<file path="src/hw/rtl/scfl_pkg.sv">
// Shared types and constants of the size-class free-list allocator.
package scfl_pkg;

  localparam int ADDR_W     = 17;
  localparam int SIZE_W     = 32;
  localparam int STAT_W     = 32;
  localparam int SIDX_W     = 4;
  localparam int FCNT_W     = 13;
  localparam int STAT_CNT   = 11;
  localparam int RECIP_W    = 32;
  localparam logic [FCNT_W-1:0] FCNT_MAX = {FCNT_W{1'b1}};

  typedef enum logic [1:0] {
    FUNC_ALLOC = 2'd0,
    FUNC_FREE  = 2'd1,
    FUNC_READ  = 2'd2,
    FUNC_CLEAR = 2'd3
  } func_t;

  typedef enum logic [1:0] {
    CLS_SMALL    = 2'd0,
    CLS_MEDIUM   = 2'd1,
    CLS_LARGE    = 2'd2,
    CLS_FALLBACK = 2'd3
  } cls_t;

  // Statistic indexes.
  localparam logic [SIDX_W-1:0] ST_SMALL_ALLOCS    = 4'd0;
  localparam logic [SIDX_W-1:0] ST_SMALL_HITS      = 4'd1;
  localparam logic [SIDX_W-1:0] ST_FALLBACK_ALLOCS = 4'd2;
  localparam logic [SIDX_W-1:0] ST_MEDIUM_ALLOCS   = 4'd3;
  localparam logic [SIDX_W-1:0] ST_MEDIUM_HITS     = 4'd4;
  localparam logic [SIDX_W-1:0] ST_LARGE_ALLOCS    = 4'd5;
  localparam logic [SIDX_W-1:0] ST_LARGE_HITS      = 4'd6;
  localparam logic [SIDX_W-1:0] ST_SMALL_FREES     = 4'd7;
  localparam logic [SIDX_W-1:0] ST_MEDIUM_FREES    = 4'd8;
  localparam logic [SIDX_W-1:0] ST_LARGE_FREES     = 4'd9;
  localparam logic [SIDX_W-1:0] ST_FALLBACK_FREES  = 4'd10;
  localparam logic [SIDX_W-1:0] ST_FREE_SMALL      = 4'd11;
  localparam logic [SIDX_W-1:0] ST_FREE_MEDIUM     = 4'd12;
  localparam logic [SIDX_W-1:0] ST_FREE_LARGE      = 4'd13;

  typedef struct packed {
    logic init_step;
    logic latch;
    logic div_start;
    logic commit_alloc;
    logic commit_free;
    logic commit_other;
  } cmd_t;

  typedef struct packed {
    logic init_done;
    logic alloc_hit;
    logic free_hit;
    logic div_done;
  } status_t;

endpackage

</file>
<file path="src/hw/rtl/scfl_mem.sv">
// Simple dual-port memory holding one class's next-pointer table.
module scfl_mem #(
  parameter int DEPTH = 256,
  parameter int WIDTH = 9
) (
  input  logic                     clk,
  input  logic                     we,
  input  logic [$clog2(DEPTH)-1:0] waddr,
  input  logic [WIDTH-1:0]         wdata,
  input  logic [$clog2(DEPTH)-1:0] raddr,
  output logic [WIDTH-1:0]         rdata
);

  logic [WIDTH-1:0] mem [DEPTH];
  logic [WIDTH-1:0] rdata_r;

  always_ff @(posedge clk) begin
    if (we) begin
      mem[waddr] <= wdata;
    end
    rdata_r <= mem[raddr];
  end

  assign rdata = rdata_r;

endmodule

</file>
<file path="src/hw/rtl/scfl_div.sv">
// Block index lookup by reciprocal multiplication, with a registered result.
module scfl_div #(
  parameter int SHIFT = 27
) (
  input  logic                         clk,
  input  logic                         rst_n,
  input  logic                         start,
  input  logic [scfl_pkg::ADDR_W-1:0]  dividend,
  input  logic [scfl_pkg::RECIP_W-1:0] recip,
  output logic                         done,
  output logic [scfl_pkg::ADDR_W-1:0]  quotient
);
  import scfl_pkg::*;

  localparam int PROD_W = ADDR_W + RECIP_W;

  logic              done_r, done_nxt;
  logic [ADDR_W-1:0] quo_r, quo_nxt;
  logic [PROD_W-1:0] prod;
  logic [PROD_W-1:0] prod_sh;

  // The reciprocal is rounded up and the shift covers the dividend width
  // plus the divisor width, so the truncated product is the exact quotient.
  assign prod    = {{RECIP_W{1'b0}}, dividend} * {{ADDR_W{1'b0}}, recip};
  assign prod_sh = prod >> SHIFT;

  always_comb begin
    done_nxt = start;
    quo_nxt  = quo_r;
    if (start) begin
      quo_nxt = prod_sh[ADDR_W-1:0];
    end
  end

  always_ff @(posedge clk) begin
    if (!rst_n) begin
      done_r <= 1'b0;
    end else begin
      done_r <= done_nxt;
    end
    quo_r <= quo_nxt;
  end

  assign done     = done_r;
  assign quotient = quo_r;

endmodule

</file>
<file path="src/hw/rtl/scfl_dp.sv">
// Datapath: request latch, pool heads and counts, next tables, statistics.
module scfl_dp #(
  parameter int SMALL_BLOCK_BYTES  = 64,
  parameter int SMALL_BLOCK_COUNT  = 256,
  parameter int MEDIUM_BLOCK_BYTES = 256,
  parameter int MEDIUM_BLOCK_COUNT = 128,
  parameter int LARGE_BLOCK_BYTES  = 1024,
  parameter int LARGE_BLOCK_COUNT  = 64
) (
  input  logic                        clk,
  input  logic                        rst_n,
  input  scfl_pkg::cmd_t              cmd,
  output scfl_pkg::status_t           status,
  input  logic                        cfg_we,
  input  logic                        cfg_pool_enable,
  input  logic [1:0]                  in_func,
  input  logic [scfl_pkg::SIZE_W-1:0] in_request_size,
  input  logic [scfl_pkg::ADDR_W-1:0] in_block_address,
  input  logic [scfl_pkg::SIDX_W-1:0] in_stat_index,
  output logic [scfl_pkg::ADDR_W-1:0] out_granted_address,
  output logic                        out_pool_hit,
  output logic [1:0]                  out_size_class,
  output logic [scfl_pkg::STAT_W-1:0] out_stat_value
);
  import scfl_pkg::*;

  localparam int S_AW = $clog2(SMALL_BLOCK_COUNT);
  localparam int M_AW = $clog2(MEDIUM_BLOCK_COUNT);
  localparam int L_AW = $clog2(LARGE_BLOCK_COUNT);
  localparam int S_IW = $clog2(SMALL_BLOCK_COUNT + 1);
  localparam int M_IW = $clog2(MEDIUM_BLOCK_COUNT + 1);
  localparam int L_IW = $clog2(LARGE_BLOCK_COUNT + 1);
  localparam int MAXC_SM = (SMALL_BLOCK_COUNT > MEDIUM_BLOCK_COUNT) ?
                           SMALL_BLOCK_COUNT : MEDIUM_BLOCK_COUNT;
  localparam int MAXC = (MAXC_SM > LARGE_BLOCK_COUNT) ? MAXC_SM : LARGE_BLOCK_COUNT;
  localparam int INIT_W = $clog2(MAXC);
  localparam int MAXB_SM = (SMALL_BLOCK_BYTES > MEDIUM_BLOCK_BYTES) ?
                           SMALL_BLOCK_BYTES : MEDIUM_BLOCK_BYTES;
  localparam int MAXB = (MAXB_SM > LARGE_BLOCK_BYTES) ? MAXB_SM : LARGE_BLOCK_BYTES;
  localparam int RSHIFT = ADDR_W + $clog2(MAXB);

  localparam logic [63:0] S_BYTES = 64'(SMALL_BLOCK_BYTES);
  localparam logic [63:0] M_BYTES = 64'(MEDIUM_BLOCK_BYTES);
  localparam logic [63:0] L_BYTES = 64'(LARGE_BLOCK_BYTES);
  localparam logic [63:0] S_CNT   = 64'(SMALL_BLOCK_COUNT);
  localparam logic [63:0] M_CNT   = 64'(MEDIUM_BLOCK_COUNT);
  localparam logic [63:0] L_CNT   = 64'(LARGE_BLOCK_COUNT);
  localparam logic [63:0] M_BASE  = S_BYTES * S_CNT;
  localparam logic [63:0] L_BASE  = M_BASE + M_BYTES * M_CNT;
  localparam logic [63:0] S_END   = M_BASE;
  localparam logic [63:0] M_END   = L_BASE;
  localparam logic [63:0] L_END   = L_BASE + L_BYTES * L_CNT;

  // Reciprocals of the block sizes, rounded up, scaled by 2**RSHIFT.
  localparam logic [63:0] S_RECIP = ((64'd1 << RSHIFT) + S_BYTES - 64'd1) / S_BYTES;
  localparam logic [63:0] M_RECIP = ((64'd1 << RSHIFT) + M_BYTES - 64'd1) / M_BYTES;
  localparam logic [63:0] L_RECIP = ((64'd1 << RSHIFT) + L_BYTES - 64'd1) / L_BYTES;

  // Latched request.
  func_t             func_r;
  logic [SIZE_W-1:0] size_r;
  logic [ADDR_W-1:0] addr_r;
  logic [SIDX_W-1:0] sidx_r;
  logic              en_r;

  // Pool state.
  logic [S_IW-1:0]   head_s_r, head_s_nxt;
  logic [M_IW-1:0]   head_m_r, head_m_nxt;
  logic [L_IW-1:0]   head_l_r, head_l_nxt;
  logic [FCNT_W-1:0] cnt_s_r, cnt_s_nxt;
  logic [FCNT_W-1:0] cnt_m_r, cnt_m_nxt;
  logic [FCNT_W-1:0] cnt_l_r, cnt_l_nxt;
  logic [STAT_W-1:0] stat_r [STAT_CNT];
  logic [STAT_W-1:0] stat_nxt [STAT_CNT];
  logic [INIT_W-1:0] init_cnt_r;
  logic              init_done;

  // Result registers.
  logic [ADDR_W-1:0] gaddr_r, gaddr_nxt;
  logic              hit_r, hit_nxt;
  cls_t              cls_r, cls_nxt;
  logic [STAT_W-1:0] sval_r, sval_nxt;

  // Decode.
  cls_t               pick, found;
  logic               alloc_hit, free_hit;
  logic [ADDR_W-1:0]  offset;
  logic [RECIP_W-1:0] recip;
  logic [63:0]        addr_w, grant_w, quo_w;
  logic               div_done;
  logic [ADDR_W-1:0]  quo;
  logic               b_ok;

  // Memory ports.
  logic              s_we, m_we, l_we;
  logic [S_AW-1:0]   s_wa;
  logic [M_AW-1:0]   m_wa;
  logic [L_AW-1:0]   l_wa;
  logic [S_IW-1:0]   s_wd, s_rd;
  logic [M_IW-1:0]   m_wd, m_rd;
  logic [L_IW-1:0]   l_wd, l_rd;
  logic [INIT_W:0]   init_next_val;

  assign init_done     = (init_cnt_r == INIT_W'(MAXC - 1));
  assign init_next_val = {1'b0, init_cnt_r} + 1'b1;
  assign addr_w        = 64'(addr_r);
  assign quo_w         = 64'(quo);

  always_comb begin
    if (size_r <= SIZE_W'(SMALL_BLOCK_BYTES)) begin
      pick = CLS_SMALL;
    end else if (size_r <= SIZE_W'(MEDIUM_BLOCK_BYTES)) begin
      pick = CLS_MEDIUM;
    end else if (size_r <= SIZE_W'(LARGE_BLOCK_BYTES)) begin
      pick = CLS_LARGE;
    end else begin
      pick = CLS_FALLBACK;
    end
  end

  always_comb begin
    if (addr_w < S_END) begin
      found = CLS_SMALL;
    end else if (addr_w >= M_BASE && addr_w < M_END) begin
      found = CLS_MEDIUM;
    end else if (addr_w >= L_BASE && addr_w < L_END) begin
      found = CLS_LARGE;
    end else begin
      found = CLS_FALLBACK;
    end
  end

  always_comb begin
    alloc_hit = 1'b0;
    grant_w   = '0;
    case (pick)
      CLS_SMALL: begin
        alloc_hit = (cnt_s_r != '0) && (64'(head_s_r) < S_CNT);
        grant_w   = 64'(head_s_r) * S_BYTES;
      end
      CLS_MEDIUM: begin
        alloc_hit = (cnt_m_r != '0) && (64'(head_m_r) < M_CNT);
        grant_w   = M_BASE + 64'(head_m_r) * M_BYTES;
      end
      CLS_LARGE: begin
        alloc_hit = (cnt_l_r != '0) && (64'(head_l_r) < L_CNT);
        grant_w   = L_BASE + 64'(head_l_r) * L_BYTES;
      end
      default: alloc_hit = 1'b0;
    endcase
    alloc_hit = alloc_hit && en_r && (func_r == FUNC_ALLOC);
  end

  assign free_hit = en_r && (func_r == FUNC_FREE) && (found != CLS_FALLBACK);

  always_comb begin
    case (found)
      CLS_MEDIUM: begin
        offset = addr_r - M_BASE[ADDR_W-1:0];
        recip  = M_RECIP[RECIP_W-1:0];
        b_ok   = quo_w < M_CNT;
      end
      CLS_LARGE: begin
        offset = addr_r - L_BASE[ADDR_W-1:0];
        recip  = L_RECIP[RECIP_W-1:0];
        b_ok   = quo_w < L_CNT;
      end
      default: begin
        offset = addr_r;
        recip  = S_RECIP[RECIP_W-1:0];
        b_ok   = quo_w < S_CNT;
      end
    endcase
  end

  scfl_div #(.SHIFT(RSHIFT)) u_div (
    .clk      (clk),
    .rst_n    (rst_n),
    .start    (cmd.div_start),
    .dividend (offset),
    .recip    (recip),
    .done     (div_done),
    .quotient (quo)
  );

  // Next-table write ports: reset sweep first, pushes afterwards.
  always_comb begin
    if (cmd.init_step) begin
      s_we = (32'(init_cnt_r) < SMALL_BLOCK_COUNT);
      m_we = (32'(init_cnt_r) < MEDIUM_BLOCK_COUNT);
      l_we = (32'(init_cnt_r) < LARGE_BLOCK_COUNT);
      s_wa = init_cnt_r[S_AW-1:0];
      m_wa = init_cnt_r[M_AW-1:0];
      l_wa = init_cnt_r[L_AW-1:0];
      s_wd = S_IW'(init_next_val);
      m_wd = M_IW'(init_next_val);
      l_wd = L_IW'(init_next_val);
    end else begin
      s_we = cmd.commit_free && b_ok && (found == CLS_SMALL);
      m_we = cmd.commit_free && b_ok && (found == CLS_MEDIUM);
      l_we = cmd.commit_free && b_ok && (found == CLS_LARGE);
      s_wa = quo[S_AW-1:0];
      m_wa = quo[M_AW-1:0];
      l_wa = quo[L_AW-1:0];
      s_wd = head_s_r;
      m_wd = head_m_r;
      l_wd = head_l_r;
    end
  end

  scfl_mem #(.DEPTH(SMALL_BLOCK_COUNT), .WIDTH(S_IW)) u_small_next (
    .clk (clk), .we (s_we), .waddr (s_wa), .wdata (s_wd),
    .raddr (head_s_r[S_AW-1:0]), .rdata (s_rd)
  );

  scfl_mem #(.DEPTH(MEDIUM_BLOCK_COUNT), .WIDTH(M_IW)) u_medium_next (
    .clk (clk), .we (m_we), .waddr (m_wa), .wdata (m_wd),
    .raddr (head_m_r[M_AW-1:0]), .rdata (m_rd)
  );

  scfl_mem #(.DEPTH(LARGE_BLOCK_COUNT), .WIDTH(L_IW)) u_large_next (
    .clk (clk), .we (l_we), .waddr (l_wa), .wdata (l_wd),
    .raddr (head_l_r[L_AW-1:0]), .rdata (l_rd)
  );

  // Commit of a transaction.
  always_comb begin
    head_s_nxt = head_s_r;
    head_m_nxt = head_m_r;
    head_l_nxt = head_l_r;
    cnt_s_nxt  = cnt_s_r;
    cnt_m_nxt  = cnt_m_r;
    cnt_l_nxt  = cnt_l_r;
    for (int i = 0; i < STAT_CNT; i++) begin
      stat_nxt[i] = stat_r[i];
    end
    gaddr_nxt = gaddr_r;
    hit_nxt   = hit_r;
    cls_nxt   = cls_r;
    sval_nxt  = sval_r;

    if (cmd.commit_alloc) begin
      gaddr_nxt = grant_w[ADDR_W-1:0];
      hit_nxt   = 1'b1;
      cls_nxt   = pick;
      sval_nxt  = '0;
      case (pick)
        CLS_SMALL: begin
          head_s_nxt = s_rd;
          cnt_s_nxt  = cnt_s_r - 1'b1;
          stat_nxt[ST_SMALL_ALLOCS] = stat_r[ST_SMALL_ALLOCS] + 1'b1;
          stat_nxt[ST_SMALL_HITS]   = stat_r[ST_SMALL_HITS] + 1'b1;
        end
        CLS_MEDIUM: begin
          head_m_nxt = m_rd;
          cnt_m_nxt  = cnt_m_r - 1'b1;
          stat_nxt[ST_MEDIUM_ALLOCS] = stat_r[ST_MEDIUM_ALLOCS] + 1'b1;
          stat_nxt[ST_MEDIUM_HITS]   = stat_r[ST_MEDIUM_HITS] + 1'b1;
        end
        CLS_LARGE: begin
          head_l_nxt = l_rd;
          cnt_l_nxt  = cnt_l_r - 1'b1;
          stat_nxt[ST_LARGE_ALLOCS] = stat_r[ST_LARGE_ALLOCS] + 1'b1;
          stat_nxt[ST_LARGE_HITS]   = stat_r[ST_LARGE_HITS] + 1'b1;
        end
        default: ;
      endcase
    end else if (cmd.commit_free) begin
      gaddr_nxt = '0;
      hit_nxt   = 1'b1;
      cls_nxt   = found;
      sval_nxt  = '0;
      case (found)
        CLS_SMALL: begin
          if (b_ok) head_s_nxt = quo[S_IW-1:0];
          if (cnt_s_r < FCNT_MAX) cnt_s_nxt = cnt_s_r + 1'b1;
          stat_nxt[ST_SMALL_FREES] = stat_r[ST_SMALL_FREES] + 1'b1;
        end
        CLS_MEDIUM: begin
          if (b_ok) head_m_nxt = quo[M_IW-1:0];
          if (cnt_m_r < FCNT_MAX) cnt_m_nxt = cnt_m_r + 1'b1;
          stat_nxt[ST_MEDIUM_FREES] = stat_r[ST_MEDIUM_FREES] + 1'b1;
        end
        CLS_LARGE: begin
          if (b_ok) head_l_nxt = quo[L_IW-1:0];
          if (cnt_l_r < FCNT_MAX) cnt_l_nxt = cnt_l_r + 1'b1;
          stat_nxt[ST_LARGE_FREES] = stat_r[ST_LARGE_FREES] + 1'b1;
        end
        default: ;
      endcase
    end else if (cmd.commit_other) begin
      gaddr_nxt = '0;
      hit_nxt   = 1'b0;
      cls_nxt   = CLS_SMALL;
      sval_nxt  = '0;
      case (func_r)
        FUNC_ALLOC: begin
          cls_nxt = CLS_FALLBACK;
          if (en_r) begin
            stat_nxt[ST_FALLBACK_ALLOCS] = stat_r[ST_FALLBACK_ALLOCS] + 1'b1;
          end
        end
        FUNC_FREE: begin
          cls_nxt = CLS_FALLBACK;
          if (en_r) begin
            stat_nxt[ST_FALLBACK_FREES] = stat_r[ST_FALLBACK_FREES] + 1'b1;
          end
        end
        FUNC_READ: begin
          if (sidx_r < SIDX_W'(STAT_CNT)) begin
            sval_nxt = stat_r[sidx_r];
          end else if (sidx_r == ST_FREE_SMALL) begin
            sval_nxt = STAT_W'(cnt_s_r);
          end else if (sidx_r == ST_FREE_MEDIUM) begin
            sval_nxt = STAT_W'(cnt_m_r);
          end else if (sidx_r == ST_FREE_LARGE) begin
            sval_nxt = STAT_W'(cnt_l_r);
          end
        end
        default: begin
          for (int i = 0; i < STAT_CNT; i++) begin
            stat_nxt[i] = '0;
          end
        end
      endcase
    end
  end

  always_ff @(posedge clk) begin
    if (!rst_n) begin
      en_r       <= 1'b1;
      head_s_r   <= '0;
      head_m_r   <= '0;
      head_l_r   <= '0;
      cnt_s_r    <= FCNT_W'(SMALL_BLOCK_COUNT);
      cnt_m_r    <= FCNT_W'(MEDIUM_BLOCK_COUNT);
      cnt_l_r    <= FCNT_W'(LARGE_BLOCK_COUNT);
      init_cnt_r <= '0;
      for (int i = 0; i < STAT_CNT; i++) begin
        stat_r[i] <= '0;
      end
    end else begin
      if (cfg_we) begin
        en_r <= cfg_pool_enable;
      end
      if (cmd.init_step && !init_done) begin
        init_cnt_r <= init_cnt_r + 1'b1;
      end
      head_s_r <= head_s_nxt;
      head_m_r <= head_m_nxt;
      head_l_r <= head_l_nxt;
      cnt_s_r  <= cnt_s_nxt;
      cnt_m_r  <= cnt_m_nxt;
      cnt_l_r  <= cnt_l_nxt;
      for (int i = 0; i < STAT_CNT; i++) begin
        stat_r[i] <= stat_nxt[i];
      end
    end
    if (cmd.latch) begin
      func_r <= func_t'(in_func);
      size_r <= in_request_size;
      addr_r <= in_block_address;
      sidx_r <= in_stat_index;
    end
    gaddr_r <= gaddr_nxt;
    hit_r   <= hit_nxt;
    cls_r   <= cls_nxt;
    sval_r  <= sval_nxt;
  end

  assign status.init_done = init_done;
  assign status.alloc_hit = alloc_hit;
  assign status.free_hit  = free_hit;
  assign status.div_done  = div_done;

  assign out_granted_address = gaddr_r;
  assign out_pool_hit        = hit_r;
  assign out_size_class      = cls_r;
  assign out_stat_value      = sval_r;

endmodule

</file>
<file path="src/hw/rtl/scfl_ctrl.sv">
// Controller state machine sequencing init sweep, decode and commit.
module scfl_ctrl (
  input  logic              clk,
  input  logic              rst_n,
  input  logic              start,
  output logic              busy,
  output logic              out_valid,
  input  scfl_pkg::status_t status,
  output scfl_pkg::cmd_t    cmd
);
  import scfl_pkg::*;

  typedef enum logic [2:0] {
    S_INIT,
    S_IDLE,
    S_EXEC,
    S_ALLOC,
    S_DIV
  } state_t;

  state_t state_r, state_nxt;
  logic   busy_r, busy_nxt;
  logic   valid_r, valid_nxt;

  always_comb begin
    state_nxt = state_r;
    valid_nxt = 1'b0;
    cmd       = '0;
    case (state_r)
      S_INIT: begin
        cmd.init_step = 1'b1;
        if (status.init_done) state_nxt = S_IDLE;
      end
      S_IDLE: begin
        if (start) begin
          cmd.latch = 1'b1;
          state_nxt = S_EXEC;
        end
      end
      S_EXEC: begin
        if (status.alloc_hit) begin
          state_nxt = S_ALLOC;
        end else if (status.free_hit) begin
          cmd.div_start = 1'b1;
          state_nxt     = S_DIV;
        end else begin
          cmd.commit_other = 1'b1;
          valid_nxt        = 1'b1;
          state_nxt        = S_IDLE;
        end
      end
      S_ALLOC: begin
        cmd.commit_alloc = 1'b1;
        valid_nxt        = 1'b1;
        state_nxt        = S_IDLE;
      end
      S_DIV: begin
        if (status.div_done) begin
          cmd.commit_free = 1'b1;
          valid_nxt       = 1'b1;
          state_nxt       = S_IDLE;
        end
      end
      default: state_nxt = S_IDLE;
    endcase
    busy_nxt = (state_nxt != S_IDLE);
  end

  always_ff @(posedge clk) begin
    if (!rst_n) begin
      state_r <= S_INIT;
      busy_r  <= 1'b1;
      valid_r <= 1'b0;
    end else begin
      state_r <= state_nxt;
      busy_r  <= busy_nxt;
      valid_r <= valid_nxt;
    end
  end

  assign busy      = busy_r;
  assign out_valid = valid_r;

endmodule

</file>
<file path="src/hw/rtl/size_class_free_list_allocator.sv">
// Top level of the three-class segregated free-list block allocator.
//
// Usage: a transaction is issued by holding start high while busy is low;
// the func, request size, block address and statistic index are sampled at
// that edge. Exactly one result comes back per transaction, on the out_
// ports for a single cycle marked by out_valid. The receiver cannot stall,
// so results are never held; busy drops in the same cycle the result is
// shown, so the next transaction can be issued alongside it.
// Reads, clears, fallbacks and disabled requests commit straight from the
// decode state; a pool allocation first passes through S_ALLOC to wait for
// the registered read of the next-pointer table, and a pool free through
// S_DIV to wait for the registered reciprocal multiply that turns the
// address into a block index. One transaction is in flight at a time.
// After reset the block stays busy while it sweeps the next-pointer
// tables into block order, up to the largest of the three block counts;
// configuration writes are taken throughout.
// The pool_enable register is written over the cfg_ channel, which is
// always ready; write it only while no transaction is in flight.
module size_class_free_list_allocator #(
  parameter int SMALL_BLOCK_BYTES  = 64,
  parameter int SMALL_BLOCK_COUNT  = 256,
  parameter int MEDIUM_BLOCK_BYTES = 256,
  parameter int MEDIUM_BLOCK_COUNT = 128,
  parameter int LARGE_BLOCK_BYTES  = 1024,
  parameter int LARGE_BLOCK_COUNT  = 64
) (
  input  logic                        clk,
  input  logic                        rst_n,
  // Request channel.
  input  logic                        start,
  output logic                        busy,
  input  logic [1:0]                  in_func,
  input  logic [scfl_pkg::SIZE_W-1:0] in_request_size,
  input  logic [scfl_pkg::ADDR_W-1:0] in_block_address,
  input  logic [scfl_pkg::SIDX_W-1:0] in_stat_index,
  // Result channel.
  output logic                        out_valid,
  output logic [scfl_pkg::ADDR_W-1:0] out_granted_address,
  output logic                        out_pool_hit,
  output logic [1:0]                  out_size_class,
  output logic [scfl_pkg::STAT_W-1:0] out_stat_value,
  // Configuration channel.
  input  logic                        cfg_valid,
  output logic                        cfg_ready,
  input  logic                        cfg_pool_enable
);
  import scfl_pkg::*;

  cmd_t    cmd;
  status_t status;

  // The single register is a plain flop, so a write always completes.
  assign cfg_ready = 1'b1;

  // The controller only sequences; all pool state lives in the datapath.
  scfl_ctrl u_ctrl (
    .clk       (clk),
    .rst_n     (rst_n),
    .start     (start),
    .busy      (busy),
    .out_valid (out_valid),
    .status    (status),
    .cmd       (cmd)
  );

  scfl_dp #(
    .SMALL_BLOCK_BYTES  (SMALL_BLOCK_BYTES),
    .SMALL_BLOCK_COUNT  (SMALL_BLOCK_COUNT),
    .MEDIUM_BLOCK_BYTES (MEDIUM_BLOCK_BYTES),
    .MEDIUM_BLOCK_COUNT (MEDIUM_BLOCK_COUNT),
    .LARGE_BLOCK_BYTES  (LARGE_BLOCK_BYTES),
    .LARGE_BLOCK_COUNT  (LARGE_BLOCK_COUNT)
  ) u_dp (
    .clk                 (clk),
    .rst_n               (rst_n),
    .cmd                 (cmd),
    .status              (status),
    .cfg_we              (cfg_valid & cfg_ready),
    .cfg_pool_enable     (cfg_pool_enable),
    .in_func             (in_func),
    .in_request_size     (in_request_size),
    .in_block_address    (in_block_address),
    .in_stat_index       (in_stat_index),
    .out_granted_address (out_granted_address),
    .out_pool_hit        (out_pool_hit),
    .out_size_class      (out_size_class),
    .out_stat_value      (out_stat_value)
  );

endmodule

</file>
<file path="config.mk">
export PLATFORM = sky130hd
export DESIGN_NAME = size_class_free_list_allocator
export DESIGN_NICKNAME = d
export VERILOG_FILES = /design/src/hw/rtl/scfl_pkg.sv /design/src/hw/rtl/scfl_mem.sv /design/src/hw/rtl/scfl_div.sv /design/src/hw/rtl/scfl_dp.sv /design/src/hw/rtl/scfl_ctrl.sv /design/src/hw/rtl/size_class_free_list_allocator.sv
export SDC_FILE = /design/constraint.sdc
export NUM_CORES = 2
export LEC_CHECK = 0
export BUFFER_PORTS_ARGS = -buffer_cell sky130_fd_sc_hd__buf_2
export CELL_PAD_IN_SITES_DETAIL_PLACEMENT = 0
export CELL_PAD_IN_SITES_GLOBAL_PLACEMENT = 1
export CORE_UTILIZATION = 35
export CTS_CLUSTER_DIAMETER = 40
export CTS_CLUSTER_SIZE = 24
export DETAILED_ROUTE_END_ITERATION = 12
export GPL_TIMING_DRIVEN = 1
export PLACE_DENSITY_LB_ADDON = 0.12
export SLEW_MARGIN = 15
export SYNTH_ARGS = -nofsm -noshare
export SYNTH_HDL_FRONTEND = slang
export SYNTH_MEMORY_MAX_BITS = 65536
export SYNTH_SLANG_ARGS = --single-unit
</file>
<file path="constraint.sdc">
create_clock -name clk -period 11 [get_ports clk]
set_input_delay 1.65 -clock clk [delete_from_list [all_inputs] [get_ports clk]]
set_output_delay 1.65 -clock clk [all_outputs]
set_load 0.05 [all_outputs]
</file>
After elaboration in Yosys (flattened, before gate mapping):

Memories as Yosys holds them, arrays and structs flattened. A register that Yosys moved wholly into a read port is not among the register bits.
Cells that the tools add are included.

* bits in registers: 202
* bits of input ports: 60
* word-level logic and storage cells: 304
* RAM bits: 4128
* memories kept: 4
* output and inout bits: 55

Memories
* u_dp.u_small_next.mem: words 256, width 9, rd ports 1, clocked after memory_dff 1, wr ports 1, RTL line scfl_mem.sv:14 `logic [WIDTH-1:0] mem [DEPTH];`
* u_dp.u_medium_next.mem: words 128, width 8, rd ports 1, clocked after memory_dff 1, wr ports 1, RTL line scfl_mem.sv:14
* u_dp.u_large_next.mem: words 64, width 7, rd ports 1, clocked after memory_dff 1, wr ports 1, RTL line scfl_mem.sv:14
* u_dp.stat_r: words 11, width 32, rd ports 12, clocked after memory_dff 1, wr ports 11, RTL line scfl_dp.sv:73 `logic [STAT_W-1:0] stat_r [STAT_CNT];`

* reduce and logical (&&, ||, !) cells: 50
* bitwise logic cells: 11
* multiplexer cells: 121
* multiply operators: 1
* equality and inequality tests: 53
* order comparisons: 20
* $add $sub $neg: 23

Operators with widths (number)
* 32-bit two-way mux: 21
* 224-bit two-way mux: 2
* 32-bit by 1-bit adder with 32-bit output (second input constant): 11
* 352-bit two-way mux: 1
* 64-bit two-way mux: 5
* 128-bit two-way mux: 2
* 13-bit two-way mux: 17
* 32-bit case mux with 2 select lines: 2
* 96-bit two-way mux: 1
* 8-bit two-way mux: 7
* 9-bit two-way mux: 6
* 17-bit two-way mux: 3
* 17-bit case mux with 3 select lines: 1
* 7-bit two-way mux: 7
* 22-bit case mux with 2 select lines: 1
* 13-bit by 1-bit adder with 13-bit output (second input constant): 3
* 13-bit less-than comparator (second input constant): 3
* 17-bit by 22-bit multiplier with 39-bit output: 1
* 13-bit nonzero test: 3
* 13-bit by 1-bit subtractor with 13-bit output (second input constant): 3
* 17-bit case mux with 2 select lines: 1
* 3-bit != test (second input constant): 11
* 32-bit by 11-bit <= comparator with 1-bit output (second input constant): 1
* 32-bit by 7-bit <= comparator with 1-bit output (second input constant): 1
* 53 further kinds: 165

Depth between registers and ports, before layout:

* word-level depth: 14
* depth in mapped cells: 22
* gate-level depth less buffers: 20

By module:

From an unflattened synthesis, not the netlist that was laid out.

* cells, all modules: 11530
* area total of the unflattened synthesis: 190561.5 um^2

By module, submodules not included
* scfl_mem at u_dp.u_small_next: sequential area each 69366.5 um^2, area each 89278.1 um^2, cells an instance 4237, instances 1
* scfl_mem at u_dp.u_medium_next: sequential area each 30909.6 um^2, area each 39665.5 um^2, cells an instance 1635, instances 1
* scfl_dp: sequential area each 11270.8 um^2, area each 27448.8 um^2, cells an instance 2958, instances 1
* scfl_mem at u_dp.u_large_next: sequential area each 13593.0 um^2, area each 17635.7 um^2, cells an instance 827, instances 1
* scfl_div: sequential area each 530.5 um^2, area each 16215.6 um^2, cells an instance 1838, instances 1
* scfl_ctrl: sequential area each 100.1 um^2, area each 306.5 um^2, cells an instance 33, instances 1
* size_class_free_list_allocator: sequential area each 0.0 um^2, area each 11.3 um^2, cells an instance 2, instances 1

Worst setup path before layout:

Ideal clock, no wire load.

* path type: reg-to-reg
* start point: register u_ctrl.state_r[2]
* end point: memory u_dp.u_medium_next.mem[0][6] (netlist name), data pin
* clock period less this slack: 7.923 ns
* setup slack: 3.077 ns
* arrival: 6.685 ns
* setup time: 1.238 ns
* required time: 9.762 ns
* path buffers: 4
* stages on the path, launching flop included: 7
* path through: dfxtp_1 -> clkbuf_1 -> or3_1 -> clkbuf_1 -> clkbuf_1 -> clkbuf_1 -> a21boi_0

* word-level cells in the longest chain between the ends: 3

Ends and longest elaborated chain
* start: declaration: RTL line scfl_ctrl.sv:21 `state_t state_r, state_nxt;`
* start signal: assignment: RTL line scfl_ctrl.sv:75 `state_r <= state_nxt;`
* 3-bit logical NOT: RTL line scfl_ctrl.sv:29 `case (state_r)`
* 1-bit two-way mux: RTL line scfl_ctrl.sv:29
* 8-bit two-way mux: RTL line scfl_dp.sv:188 `if (cmd.init_step) begin`
* via u_dp.m_wd[6]: RTL line scfl_dp.sv:100 `logic [M_IW-1:0] m_wd, m_rd;`
* end: declaration: RTL line scfl_mem.sv:14

The timed path passes the listed nets, and every way through them passes these cells.

Worst setup path after layout:

* start point: register u_dp.addr_r[16]
* end point: register u_dp.u_div.quo_r[11], in the netlist u_dp.u_div.quotient[11], data pin

* word-level cells in the longest chain between the ends: 8
* elaborated cells on any way between the ends: 17
* classes of those cells: add/sub (2); mul (1); order compare (5); eq/ne (2); mux (5); reduce/logical (2)

Ends and longest elaborated chain
* start: declaration: RTL line scfl_dp.sv:62 `logic [ADDR_W-1:0] addr_r;`
* start signal: assignment: RTL line scfl_dp.sv:362 `addr_r <= in_block_address;`
* 17-bit by 16-bit >= comparator with 1-bit output / 17-bit less-than comparator (equally long branches): RTL line scfl_dp.sv:126 `end else if (addr_w >= L_BASE && addr_w < L_END) begin`
* 1-bit logical AND: RTL line scfl_dp.sv:126
* 1-bit two-way mux: RTL line scfl_dp.sv:126
* 2-bit two-way mux: RTL line scfl_dp.sv:124 `end else if (addr_w >= M_BASE && addr_w < M_END) begin`
* 2-bit two-way mux: RTL line scfl_dp.sv:122 `if (addr_w < S_END) begin`
* 2-bit equality test / 2-bit by 1-bit equality test with 1-bit output (equally long branches): RTL line scfl_dp.sv:157 `case (found)`
* 17-bit case mux with 2 select lines / 22-bit case mux with 2 select lines (equally long branches): RTL line scfl_dp.sv:157
* 17-bit by 22-bit multiplier with 39-bit output (*): RTL line scfl_div.sv:24 `assign prod = {{RECIP_W{1'b0}}, dividend} * {{ADDR_W{1'b0}}, recip};`
* via u_dp.u_div.prod[38]: RTL line scfl_div.sv:19 `logic [PROD_W-1:0] prod;`
* end signal: assignment: RTL line scfl_div.sv:41 `quo_r <= quo_nxt;`
* end: declaration: RTL line scfl_div.sv:18 `logic [ADDR_W-1:0] quo_r, quo_nxt;`

The timed path passes the listed nets; every way through them passes the cells marked *.
A chain may end at the register's enable or synchronous reset.

==> summary.txt <==
Slew Limit Fails -> 0
Worst Clk Skew -> 0.112 ns
overall die height -> 715 um
Max-slew headroom -> 0.157
Resized Gates After CTS -> 0
DP Worst Slack -> 5.42 ns
leakage -> 65.5 nW
Pwr Density -> 190 nW/um^2
# nets final -> 10360
fmax -> 180 MHz
Crit path largest cell delay -> 0.61 ns
drc violations -> 0
hold_ws -> 0.447 ns
sw frac -> 0.215
CP Data Arrival Time -> 6.35 ns
outcome -> completed
CTS tree -> yes
Final Hold Vio Count -> 0
most frequent cells in the layout -> edfxtp_1 (3856), mux4_2 (1286), clkbuf_16 (672)
1st-pass router iterations -> 8
Max Cap Viol -> 0
largest net degree at the start of global routing -> 227
Post-DRT Antenna Nets -> 0
most frequent CP cell -> ha_1
Die Span X -> 715 um
CTS H-tree lvls -> 6
fill count -> 44752
leading area contributor after synthesis -> edfxtp_1
GR Overflow Total -> 0
final setup TNS -> 0 ns
vias in the first global route -> 97246
final instance area -> 210000 um^2
Layout Cells excl Fill -> 17427
P&R area growth vs syn -> 17.8%
vias per cell -> 5.46
drt total wl -> 526000 um
placed cells -> 16181
worst hold path class -> reg -> reg
input/output buffers -> 107
Core Util, Final -> 0.414
critical path peak fanout -> 11
endpoint class of the critical path -> flip-flop
clk sinks -> 4347
Crit path buffers/inverters -> 1
Area contributors post-synth -> edfxtp_1 (65%), mux4_2 (16%), dfxtp_1 (5.5%)
Placer Congestion -> 0.801
Seq/Total Area, Yosys -> 0.705
Cell Chain, Critical Path -> nor3_1, o21ai_0, fa_1, inv_1, ha_1, ha_1, ha_1, fa_1, ha_1, nor3_1, nor3_1, a221oi_1, a21oi_1, a21o_1, o41ai_1, xnor2_1
final setup vio count -> 0
hold_buf cts -> 0
Slew @ Worst Pin -> 1.27 ns
Slowest-stage cell, CP -> fa_1
Final Power -> 39.9 mW
CP startpoint kind -> flip-flop
CTS Buffer Depth -> 4
clock share of power -> 0.537
VDD IR max -> 0.000170 V
CTS buffer count -> 666
Most used DFF post-synth -> edfxtp_1
worst-skew pair later-pin latency -> 1.09 ns
core area -> 506000 um^2
minimum clock period -> 5.56 ns
clk root buf -> clkbuf_16
via count -> 95106
post-synth cell types -> 82
data required time at the worst endpoint -> 11.79 ns
area of the die -> 512000 um^2
RSZ-0062 raised after global routing -> false
Syn Inst Count -> 9749
Internal -> 31.3 mW
layout cell share with drive strength beyond 1 -> 0.266
combinational fraction of design power -> 0.012
Total GRT Usage -> 0.203
Initial Utilization -> 0.352
postcts setup bufs -> 0
wire length of the first global-routing pass -> 747000 um
placed inst area -> 187000 um^2
# rows -> 261
Top Family by Delay on Critical Path -> adder cells
Cell Area, Synth -> 178000 um^2
fin crit share -> 0.505
DPL Wire Length -> 345000 um
Sw Pwr -> 8.58 mW
DRT iter0 DRCs -> 8265
share of the synthesized area in the top cell type -> 0.650
commonest non-fill, non-tap cell in the layout -> edfxtp_1
clock slew seen by the registers of the worst setup and hold paths -> 0.06 ns
synthesis-stage register bit count -> 4347
Post-synth EDFFs -> 3856
syn avg cell area -> 18.3 um^2
yosys warns -> 0
drt wl/cell -> 30.2 um
Boundary Pins -> 115
Seq pwr share -> 0.451
Crit Path Category -> reg -> reg
setup ws final -> 5.44 ns
initial antenna violation count -> 27
async set-or-reset flop fraction in the synthesized netlist -> 0
## power groups by stage
stage                     registers [mW]  logic [mW]  clock network, mW
after floorplan                     18.3       0.221                  0
after global placement              18.3       0.462                  0
after detailed placement            18.3       0.479                  0
after CTS                           18.0       0.479               21.8
after global routing                18.0       0.497               22.5
final                               18.0       0.465               21.4
## final cells by class
class	count	area (um^2)	area share
sequential	4347	126000	0.599
timing repair buffer	302	2200	0.0105
multi-input combinational	4714	50200	0.239
tap	6706	8390	0.0400
clock inverter	476	5530	0.0264
inverter	112	423	0.00202
clock buffer	753	17400	0.0828
antenna	17	42.5	0.000203
## Yosys cell counts, types with 110 or more instances
cell type  instances
a21oi_1          218
nand3_1          152
nand2_1          537
mux4_2          1286
dfxtp_1          491
nand2b_1         156
nor2_1           686
clkbuf_1         398
buf_1            121
ha_1             143
inv_1            110
mux2i_1          199
edfxtp_1        3856
nor3_1           125
## logic make-up (layout without fill, tap and decap cells)
kind of cell / Yosys count / in the layout / share of synthesized area
adder cells (fa/ha/maj): 158 / 158 / 0.0117
AO/OA/AOI/OAI: 721 / 721 / 0.0271
buffers and inverters: 693 / 1643 / 0.0152
XOR/XNOR: 89 / 89 / 0.00438
flip-flops: 4347 / 4347 / 0.705
multiplexers: 1514 / 1514 / 0.176
other: 2 / 24 / 0.0000422
AND/OR/NAND/NOR: 2225 / 2225 / 0.0608
## routing by layer
metal  up-vias  track usage  share of wire  wire (um)
met5         -            0              0          0
met4         0       0.0445          0.021      11100
met3       611       0.0303          0.050      26500
met2      2541        0.340           0.49     260000
met1     51263        0.280           0.43     228000
li1      40691            -              -          -
## flip-flops by register name, summed over array words and instances, names as in the netlist, 9 cells and up, named ones only
name,cells
u_dp.addr_r,17
u_dp.cnt_l_r,13
u_dp.cnt_m_r,13
u_dp.cnt_s_r,13
u_dp.head_s_r,9
u_dp.out_granted_address,11
u_dp.out_stat_value,32
u_dp.size_r,32
u_dp.stat_r,352
u_dp.u_div.quotient,12
u_dp.u_large_next.mem,448
u_dp.u_medium_next.mem,1024
u_dp.u_small_next.mem,2304
u_dp.u_small_next.rdata,9
## worst paths after layout
path | startpoint | end | slack, ns | cells past startpoint
worst min register to register | u_dp.out_stat_value[0] | u_dp.out_stat_value[0] | 0.45 | 1
worst max register to register | u_dp.addr_r[16] | u_dp.u_div.quotient[11] | 5.44 | 16
worst max-delay path | u_dp.addr_r[16] | u_dp.u_div.quotient[11] | 5.44 | 16
worst min-delay path | u_dp.out_stat_value[0] | u_dp.out_stat_value[0] | 0.45 | 1
Note: power is estimated with default switching activity, not from simulation.
